$ cat src/lms_pkg.sv
// Package for the LED mode sequencer: mode and register index codes,
// reset values of the configuration registers and fixed duty constants.
// No dependencies.
`default_nettype none

package lms_pkg;

    // Operating modes, in the order the mode button steps through them
    typedef enum logic [1:0] {
        MODE_OFF   = 2'd0,
        MODE_BLINK = 2'd1,
        MODE_ON    = 2'd2,
        MODE_FADE  = 2'd3
    } mode_t;

    // Configuration register indexes
    typedef enum logic [1:0] {
        CFG_LOCKOUT      = 2'd0,
        CFG_BLINK_PERIOD = 2'd1,
        CFG_FADE_PERIOD  = 2'd2,
        CFG_FADE_STEP    = 2'd3
    } cfg_index_t;

    localparam int ELAPSED_W = 9;
    localparam int DUTY_W    = 8;
    localparam int CFG_W     = 9;

    localparam logic [ELAPSED_W-1:0] ELAPSED_MAX = 9'd511;
    localparam logic [DUTY_W-1:0]    DUTY_FULL   = 8'd255;
    localparam logic [DUTY_W-1:0]    DUTY_ZERO   = 8'd0;
    localparam logic [DUTY_W-1:0]    PURPLE_OFS  = 8'd50;

    localparam logic [ELAPSED_W-1:0] LOCKOUT_RST      = 9'd300;
    localparam logic [ELAPSED_W-1:0] BLINK_PERIOD_RST = 9'd500;
    localparam logic [ELAPSED_W-1:0] FADE_PERIOD_RST  = 9'd10;
    localparam logic [DUTY_W-1:0]    FADE_STEP_RST    = 8'd5;

endpackage

`default_nettype wire

$ cat src/lms_tick_if.sv
// Input channel of the LED mode sequencer: one beat per millisecond tick
// with the two active-low button levels. No dependencies.
`default_nettype none

interface lms_tick_if;
    logic valid;
    logic ready;
    logic mode_button_level;
    logic reset_button_level;

    modport source (output valid, output mode_button_level, output reset_button_level,
                    input ready);
    modport sink   (input valid, input mode_button_level, input reset_button_level,
                    output ready);
endinterface

`default_nettype wire

$ cat src/lms_result_if.sv
// Output channel of the LED mode sequencer: one beat per tick with the
// three LED duties and the current mode. No dependencies.
`default_nettype none

interface lms_result_if;
    logic       valid;
    logic       ready;
    logic [7:0] red_duty;
    logic [7:0] blue_duty;
    logic [7:0] purple_duty;
    logic [1:0] current_mode;

    modport source (output valid, output red_duty, output blue_duty,
                    output purple_duty, output current_mode, input ready);
    modport sink   (input valid, input red_duty, input blue_duty,
                    input purple_duty, input current_mode, output ready);
endinterface

`default_nettype wire

$ cat src/lms_cfg_if.sv
// Configuration write channel of the LED mode sequencer: register index
// and write data per beat. No dependencies.
`default_nettype none

interface lms_cfg_if;
    logic       valid;
    logic       ready;
    logic [1:0] index;
    logic [8:0] data;

    modport source (output valid, output index, output data, input ready);
    modport sink   (input valid, input index, input data, output ready);
endinterface

`default_nettype wire

$ cat src/led_mode_sequencer.sv
// Top level of the LED mode sequencer: button edge detection with lockout,
// mode stepping, blink and fade duty generation, output register with skid.
// Depends on lms_pkg, lms_tick_if, lms_result_if and lms_cfg_if.
`default_nettype none

// The block takes one tick beat per clock cycle while its skid entry is
// free and gives one registered result beat per tick. All of the
// per-tick work (elapsed counters, button edges, mode step, blink toggle,
// fade step) is one pass of combinational logic into the state and result
// registers; an output register plus one skid entry keep the tick side
// accepting while a result waits, so back-to-back ticks run at full rate
// as long as the result side takes its beats. Configuration writes are
// always accepted and take effect on the next tick.
module led_mode_sequencer (
    input  wire           clk,
    input  wire           rst_n,
    lms_tick_if.sink      tick,
    lms_result_if.source  result,
    lms_cfg_if.sink       cfg
);
    import lms_pkg::*;

    typedef struct packed {
        logic [DUTY_W-1:0] red;
        logic [DUTY_W-1:0] blue;
        logic [DUTY_W-1:0] purple;
        mode_t             mode;
    } res_t;

    // Configuration registers
    logic [ELAPSED_W-1:0] lockout_reg;
    logic [ELAPSED_W-1:0] blink_period_reg;
    logic [ELAPSED_W-1:0] fade_period_reg;
    logic [DUTY_W-1:0]    fade_step_reg;

    // Sequencer state
    mode_t                mode_reg, mode_next;
    logic                 prev_mb_reg, prev_rb_reg;
    logic [ELAPSED_W-1:0] since_press_reg, since_press_next;
    logic [ELAPSED_W-1:0] since_update_reg, since_update_next;
    logic                 blink_on_reg, blink_on_next;
    logic [DUTY_W-1:0]    fade_level_reg, fade_level_next;
    logic                 fade_rising_reg, fade_rising_next;
    logic [DUTY_W-1:0]    red_reg, red_next;
    logic [DUTY_W-1:0]    blue_reg, blue_next;
    logic [DUTY_W-1:0]    purple_reg, purple_next;

    // Output register and skid entry
    res_t out_reg, skid_reg, res_new;
    logic out_valid_reg, skid_valid_reg;

    logic tick_accept;
    logic [ELAPSED_W-1:0] sp_inc, su_inc;
    logic mode_fire, reset_fire;
    logic [DUTY_W:0]      fade_sum;
    logic [DUTY_W-1:0]    fade_lvl;

    assign cfg.ready   = 1'b1;
    assign tick.ready  = !skid_valid_reg;
    assign tick_accept = tick.valid && tick.ready;

    // Write configuration registers
    always_ff @(posedge clk or negedge rst_n)
    begin
        if (!rst_n)
        begin
            lockout_reg      <= LOCKOUT_RST;
            blink_period_reg <= BLINK_PERIOD_RST;
            fade_period_reg  <= FADE_PERIOD_RST;
            fade_step_reg    <= FADE_STEP_RST;
        end
        else if (cfg.valid)
        begin
            unique case (cfg_index_t'(cfg.index))
                CFG_LOCKOUT:      lockout_reg      <= cfg.data;
                CFG_BLINK_PERIOD: blink_period_reg <= cfg.data;
                CFG_FADE_PERIOD:  fade_period_reg  <= cfg.data;
                CFG_FADE_STEP:    fade_step_reg    <= cfg.data[DUTY_W-1:0];
                default:          ;
            endcase
        end
    end

    // Compute the next state for one tick
    always_comb
    begin
        sp_inc = (since_press_reg >= ELAPSED_MAX) ? ELAPSED_MAX
                                                  : since_press_reg + 9'd1;
        su_inc = (since_update_reg >= ELAPSED_MAX) ? ELAPSED_MAX
                                                   : since_update_reg + 9'd1;

        // A mode press drops a reset press on the same tick; a press clears the elapsed time
        mode_fire  = !tick.mode_button_level && prev_mb_reg && (sp_inc > lockout_reg);
        reset_fire = !tick.reset_button_level && prev_rb_reg && (sp_inc > lockout_reg)
                     && !mode_fire;

        mode_next        = mode_reg;
        since_press_next = sp_inc;
        if (mode_fire)
        begin
            mode_next        = mode_t'(mode_reg + 2'd1);
            since_press_next = '0;
        end
        else if (reset_fire)
        begin
            mode_next        = MODE_OFF;
            since_press_next = '0;
        end

        since_update_next = su_inc;
        blink_on_next     = blink_on_reg;
        fade_level_next   = fade_level_reg;
        fade_rising_next  = fade_rising_reg;
        red_next          = red_reg;
        blue_next         = blue_reg;
        purple_next       = purple_reg;

        // Step the fade level with clamping at both ends
        fade_sum = {1'b0, fade_level_reg} + {1'b0, fade_step_reg};
        if (fade_rising_reg)
            fade_lvl = fade_sum[DUTY_W] ? DUTY_FULL : fade_sum[DUTY_W-1:0];
        else
            fade_lvl = (fade_step_reg >= fade_level_reg) ? DUTY_ZERO
                                                         : fade_level_reg - fade_step_reg;

        // Run the action of the mode after this tick's press
        unique case (mode_next)
            MODE_OFF:
            begin
                red_next    = DUTY_ZERO;
                blue_next   = DUTY_ZERO;
                purple_next = DUTY_ZERO;
            end
            MODE_BLINK:
            begin
                if (su_inc >= blink_period_reg)
                begin
                    blink_on_next     = !blink_on_reg;
                    red_next          = blink_on_reg ? DUTY_ZERO : DUTY_FULL;
                    blue_next         = red_next;
                    purple_next       = red_next;
                    since_update_next = '0;
                end
            end
            MODE_ON:
            begin
                red_next    = DUTY_FULL;
                blue_next   = DUTY_FULL;
                purple_next = DUTY_FULL;
            end
            MODE_FADE:
            begin
                if (su_inc >= fade_period_reg)
                begin
                    fade_level_next = fade_lvl;
                    if (fade_lvl == DUTY_FULL || fade_lvl == DUTY_ZERO)
                        fade_rising_next = !fade_rising_reg;
                    red_next          = fade_lvl;
                    blue_next         = DUTY_FULL - fade_lvl;
                    purple_next       = {1'b0, fade_lvl[DUTY_W-1:1]} + PURPLE_OFS;
                    since_update_next = '0;
                end
            end
            default: ;
        endcase

        res_new.red    = red_next;
        res_new.blue   = blue_next;
        res_new.purple = purple_next;
        res_new.mode   = mode_next;
    end

    // Advance the sequencer state on each accepted tick beat
    always_ff @(posedge clk or negedge rst_n)
    begin
        if (!rst_n)
        begin
            mode_reg         <= MODE_OFF;
            prev_mb_reg      <= 1'b1;
            prev_rb_reg      <= 1'b1;
            since_press_reg  <= '0;
            since_update_reg <= '0;
            blink_on_reg     <= 1'b0;
            fade_level_reg   <= '0;
            fade_rising_reg  <= 1'b1;
            red_reg          <= '0;
            blue_reg         <= '0;
            purple_reg       <= '0;
        end
        else if (tick_accept)
        begin
            mode_reg         <= mode_next;
            prev_mb_reg      <= tick.mode_button_level;
            prev_rb_reg      <= tick.reset_button_level;
            since_press_reg  <= since_press_next;
            since_update_reg <= since_update_next;
            blink_on_reg     <= blink_on_next;
            fade_level_reg   <= fade_level_next;
            fade_rising_reg  <= fade_rising_next;
            red_reg          <= red_next;
            blue_reg         <= blue_next;
            purple_reg       <= purple_next;
        end
    end

    // Hold results in the output register, spill to skid when stalled
    always_ff @(posedge clk or negedge rst_n)
    begin
        if (!rst_n)
        begin
            out_valid_reg  <= 1'b0;
            skid_valid_reg <= 1'b0;
        end
        else if (!out_valid_reg || result.ready)
        begin
            out_valid_reg  <= skid_valid_reg || tick_accept;
            skid_valid_reg <= 1'b0;
        end
        else if (tick_accept)
        begin
            skid_valid_reg <= 1'b1;
        end
    end

    always_ff @(posedge clk)
    begin
        if (!out_valid_reg || result.ready)
        begin
            out_reg <= skid_valid_reg ? skid_reg : res_new;
        end
        else if (tick_accept)
        begin
            skid_reg <= res_new;
        end
    end

    assign result.valid        = out_valid_reg;
    assign result.red_duty     = out_reg.red;
    assign result.blue_duty    = out_reg.blue;
    assign result.purple_duty  = out_reg.purple;
    assign result.current_mode = out_reg.mode;

`ifndef NO_ASSERTIONS
    // Skid entry is only used behind a full output register
    a_skid_behind_out: assert property (@(posedge clk) disable iff (!rst_n)
        skid_valid_reg |-> out_valid_reg)
        else $error("skid entry valid with empty output register");

    // A tick taken while the output stalls lands in the skid entry
    a_stall_spills: assert property (@(posedge clk) disable iff (!rst_n)
        (tick_accept && out_valid_reg && !result.ready) |=> skid_valid_reg)
        else $error("stalled tick not captured in skid entry");

    // Off mode keeps all duties at zero
    a_off_dark: assert property (@(posedge clk) disable iff (!rst_n)
        (mode_reg == MODE_OFF) |->
        (red_reg == DUTY_ZERO && blue_reg == DUTY_ZERO && purple_reg == DUTY_ZERO))
        else $error("duty nonzero in off mode");

    // On mode keeps all duties at full
    a_on_full: assert property (@(posedge clk) disable iff (!rst_n)
        (mode_reg == MODE_ON) |->
        (red_reg == DUTY_FULL && blue_reg == DUTY_FULL && purple_reg == DUTY_FULL))
        else $error("duty not full in on mode");
`endif

endmodule

`default_nettype wire

$ cat src/flat_wrapper.sv
// flat-port wrapper written by rule: the top's interface ports become plain ports
module led_mode_sequencer_flat import lms_pkg::*;
  (clk, rst_n, tick_valid, tick_mode_button_level, tick_reset_button_level, tick_ready, result_valid, result_red_duty, result_blue_duty, result_purple_duty, result_current_mode, result_ready, cfg_valid, cfg_index, cfg_data, cfg_ready);
  lms_tick_if tick_i ();
  lms_result_if result_i ();
  lms_cfg_if cfg_i ();
  input  wire clk;
  input  wire rst_n;
  input wire logic [$bits(tick_i.valid)-1:0] tick_valid;
  input wire logic [$bits(tick_i.mode_button_level)-1:0] tick_mode_button_level;
  input wire logic [$bits(tick_i.reset_button_level)-1:0] tick_reset_button_level;
  output wire logic [$bits(tick_i.ready)-1:0] tick_ready;
  output wire logic [$bits(result_i.valid)-1:0] result_valid;
  output wire logic [$bits(result_i.red_duty)-1:0] result_red_duty;
  output wire logic [$bits(result_i.blue_duty)-1:0] result_blue_duty;
  output wire logic [$bits(result_i.purple_duty)-1:0] result_purple_duty;
  output wire logic [$bits(result_i.current_mode)-1:0] result_current_mode;
  input wire logic [$bits(result_i.ready)-1:0] result_ready;
  input wire logic [$bits(cfg_i.valid)-1:0] cfg_valid;
  input wire logic [$bits(cfg_i.index)-1:0] cfg_index;
  input wire logic [$bits(cfg_i.data)-1:0] cfg_data;
  output wire logic [$bits(cfg_i.ready)-1:0] cfg_ready;
  assign tick_i.valid = tick_valid;
  assign tick_i.mode_button_level = tick_mode_button_level;
  assign tick_i.reset_button_level = tick_reset_button_level;
  assign tick_ready = tick_i.ready;
  assign result_valid = result_i.valid;
  assign result_red_duty = result_i.red_duty;
  assign result_blue_duty = result_i.blue_duty;
  assign result_purple_duty = result_i.purple_duty;
  assign result_current_mode = result_i.current_mode;
  assign result_i.ready = result_ready;
  assign cfg_i.valid = cfg_valid;
  assign cfg_i.index = cfg_index;
  assign cfg_i.data = cfg_data;
  assign cfg_ready = cfg_i.ready;
  led_mode_sequencer u_core (.clk(clk), .rst_n(rst_n), .tick(tick_i), .result(result_i), .cfg(cfg_i));
endmodule
$ cat config.mk
export PLATFORM = sky130hd
export DESIGN_NAME = led_mode_sequencer_flat
export DESIGN_NICKNAME = d
export VERILOG_FILES = /design/src/lms_pkg.sv /design/src/lms_tick_if.sv /design/src/lms_result_if.sv /design/src/lms_cfg_if.sv /design/src/led_mode_sequencer.sv /design/src/flat_wrapper.sv
export SDC_FILE = /design/constraint.sdc
export NUM_CORES = 1
export LEC_CHECK = 0
export BUFFER_PORTS_ARGS = -buffer_cell sky130_fd_sc_hd__buf_2
export CORE_ASPECT_RATIO = 1.25
export CORE_MARGIN = 3
export CORE_UTILIZATION = 62
export DETAILED_ROUTE_END_ITERATION = 16
export PLACE_DENSITY = 0.91
export SETUP_SLACK_MARGIN = 0.2
export SLEW_MARGIN = 20
export SYNTH_ARGS = -nofsm -noshare
export SYNTH_HDL_FRONTEND = slang
export SYNTH_SLANG_ARGS = --single-unit
$ cat constraint.sdc
create_clock -name clk -period 4.9 [get_ports clk]
set_clock_uncertainty 0.1 [all_clocks]
set_input_delay 0.49 -clock clk [delete_from_list [all_inputs] [get_ports clk]]
set_output_delay 0.49 -clock clk [all_outputs]
set_load 0.1 [all_outputs]
==> results.py <==
metrics = {
    "layout": {
        "most-common-layout-cells": "91 x nand2_1, 76 x dfrtp_1, 60 x mux2_2",
        "largest_register_ffs": 26,
        "n_antenna_cell": 0,
        "syn2layout_area_growth_pct": 12.9,
        "mostFrequentLayoutCell": "nand2_1",
        "stdcell_count": 1009,
        "regArea_sq_um": 3910,
        "multi_input_comb_area_sq_um": 4040,
        "drive_above_1_share": 0.241,
        "fillers": 862,
        "fin_area_sq_um": 9270,
        "layout.nets": 897,
    },
    "power_and_ir_drop": {
        "vdd.ir_drop.worst_uv": 340,
        "p_leak_nw": 4.30,
        "power_density_nw_per_um2": 545,
    },
    "place": {
        "placedCellCount": 976,
        "gp_congestion": 0.966,
        "dp_hpwl_um": 13400,
        "portBuffers": 45,
        "dpl_cell_area_sq_um": 8640,
    },
    "grt": {
        "grt-ovfl-total": 0,
        "antenna_found_initial": 0,
        "grt_pass1_wl_um": 31600,
        "grt_usage": 0.278,
        "grt_pass1_vias": 6350,
        "grt_max_degree": 64,
    },
    "clocking": {
        "cts_root_buffer": "clkbuf_16",
        "clk_path_buf_depth": 2,
        "clk_latency_ps": 430,
        "htreeDepth": 4,
        "cts_tree": "built",
        "cts_sinks": 145,
        "cts_buffers": 17,
        "clk_pin_slew_ps": 70,
        "cts_hold_buffers": 0,
    },
    "synth": {
        "syn-num-nets": 845,
        "ys.flop_type": "dfrtp_1",
        "syn_inst": 776,
        "syn_area_per_cell_sq_um": 10.6,
        "syn_area_sq_um": 8210,
        "synth_area_leaders": "dfrtp_1 23%, edfxtp_1 19%, mux2_2 8.2%, ha_1 7.5%, dfstp_2 5.4%",
        "ys_types": 81,
        "seq_area_frac_synth": 0.476,
        "async_reset_ff_frac": 0.641,
        "synth_edf_count": 52,
        "yosysWarnings": 0,
        "ys_ff_latch": 145,
        "netlist.area_leader.share": 0.232,
        "synth_top_area_cell": "dfrtp_1",
    },
    "worst_setup_path": {
        "crit_path_max_fanout": 18,
        "timing.rr.end": "u_core.result.purple_duty[6]",
        "slowest_delay_ps": 510,
        "crit_required_ps": 4960,
        "crit_path_end_kind": "flip-flop",
        "critical_path_class": "reg2reg",
        "rr_startpoint": "u_core.since_press_reg[3]",
        "cp_slowest_cell": "or4b_1",
        "worst_path_most_repeated_cell": "and3_1",
        "r2r.worst_path.cells": 17,
        "critical_path.cell_chain": "and3_1, and3_1, and3_1, ha_1, a31oi_1, buf_4, nand2_1, ha_1, nand4_1, o21bai_1, or4b_1, and3_4, inv_4, nand3_2, or2_2, mux2i_2, o31ai_1",
        "critPathArrivalTime_ps": 4600,
        "critPathBufInv": 2,
        "start_kind": "flip-flop",
        "reg2reg_slack_ps": 360,
        "crit_family": "simple AND/OR/NAND/NOR gates",
    },
    "timing": {
        "timing.final.crit_share": 0.927,
        "setup_viol": 0,
        "drv_slew": 0,
        "finalHoldViolCount": 0,
        "fmax_mhz": 220,
        "max_slew_margin": 0.315,
        "worst_pin_slew_ps": 1030,
        "fin_tns_setup_ps": 0,
        "rsz0062_at_grt": "true",
        "finalCriticalPeriod_ps": 4540,
    },
    "detailed_routing": {
        "firstDrtPassIters": 5,
        "wl_per_cell_um": 19.5,
        "drc": 0,
        "vias_per_cell": 6.37,
        "final_antenna_net_count": 0,
        "vias": 6423,
        "wl_um": 19700,
        "drt_iter0_markers": 530,
    },
    "die": {
        "io_pins": 47,
        "start_util": 0.640,
        "die_w_um": 109,
        "die_h_um": 135,
        "coreArea_sq_um": 12800,
        "dieArea_sq_um": 14700,
        "core.rowCount": 46,
    },
    "flow_run": {
        "cap_violations": 0,
    },
    "min_path": {
        "hp-class": "in2async",
    },
    "status": {
        "run_status": "finished, final reports clean",
    },
}
## Yosys cell counts, types with 4 or more instances
cell and count:
ha_1 49, clkbuf_1 17, a21oi_1 31, mux2i_1 5, xnor2_1 10, inv_1 54, o22ai_1 9, nand2_1 91
a211o_1 6, xor2_1 9, nand4_1 5, o31ai_1 10, a31oi_1 6, a211oi_1 4, dfrtp_1 76, o211ai_1 6
edfxtp_1 52, a22o_1 17, nor3_1 6, and2_1 4, nand2b_1 22, buf_2 7, o21a_1 5, nor2_1 35
nor2b_1 7, nand3_1 15, and3_1 14, o21bai_1 8, dfstp_2 17, mux2_2 60, o21ai_0 43
## report_power, final
part	internal, mW	switching (mW)
clock network	0.661	0.561
registers	1.62	0.176
logic	0.613	1.42
## worst register-to-register path, stage by stage (launching register included)
cell	delay, ps
dfrtp_1	430
and3_1	230
and3_1	200
and3_1	180
ha_1	180
a31oi_1	160
buf_4	190
nand2_1	80
ha_1	320
nand4_1	240
o21bai_1	170
or4b_1	510
and3_4	200
inv_4	160
nand3_2	180
or2_2	360
mux2i_2	240
o31ai_1	120
## layout make-up
cell class,count,area share
clock inverter,15,0.0135
clock buffer,17,0.0459
timing repair buffer,60,0.0367
sequential,145,0.422
tap,168,0.0227
multi-input combinational,547,0.436
inverter,57,0.0238
## through the flow
stage	setup slack, ps	hold WS [ps]	utilization	total power, mW
after floorplan	584	94.4	-	3.32
final	359	41.4	0.722	5.05
after CTS	229	77.3	0.717	4.99
after global placement	375	346	0.673	3.65
after detailed placement	286	348	0.673	3.74
after global routing	147	97.3	0.722	5.28
## cells by family (layout without fill, tap and decap cells)
family,count (synthesis),in the layout,share of synthesized area
and+or+nand+nor,224,224,0.134
AOI/OAI and AO/OA,187,187,0.162
DFF,145,145,0.476
buffers and inverters,84,149,0.0399
muxes,65,65,0.0884
adders and majority gates,51,51,0.0795
xor gates and xnor gates,19,19,0.0203
other,1,1,0.000457
## metal layers
layer  vias to the layer above  share of wire  track usage  wire, um
li1                       2929              -            -         -
met4                         0          0.026        0.121       521
met1                      3129           0.40        0.351      7880
met2                       304           0.51        0.464      9990
met3                        61          0.066       0.0531      1300
met5                         -              0            0         0
## how the worst max path moves through the flow
stage | slack [ps] | cells after the start | endpoint | start
3_5_place_dp | 290 | 17 | u_core.result.purple_duty[6] | u_core.since_press_reg[3]
2_1_floorplan | 580 | 17 | u_core.fade_level_reg[6] | u_core.since_press_reg[3]
4_1_cts | 230 | 15 | u_core.result.purple_duty[7] | u_core.since_press_reg[3]
5_1_grt | 150 | 16 | u_core.result.blue_duty[3] | u_core.since_press_reg[3]
6_report | 360 | 17 | u_core.result.purple_duty[6] | u_core.since_press_reg[3]
3_3_place_gp | 370 | 17 | u_core.result.purple_duty[6] | u_core.since_press_reg[3]
## timing repair
| item | in CTS | in global routing |
|---|---|---|
| setup buffers | 0 | 1 |
| cloned | 0 | 0 |
| resized for setup | 1 | 16 |
| endpoints found under the setup margin | 1 | 64 |
| pin swaps | 0 | 4 |
No activity file was read; power rests on OpenSTA's default activity.
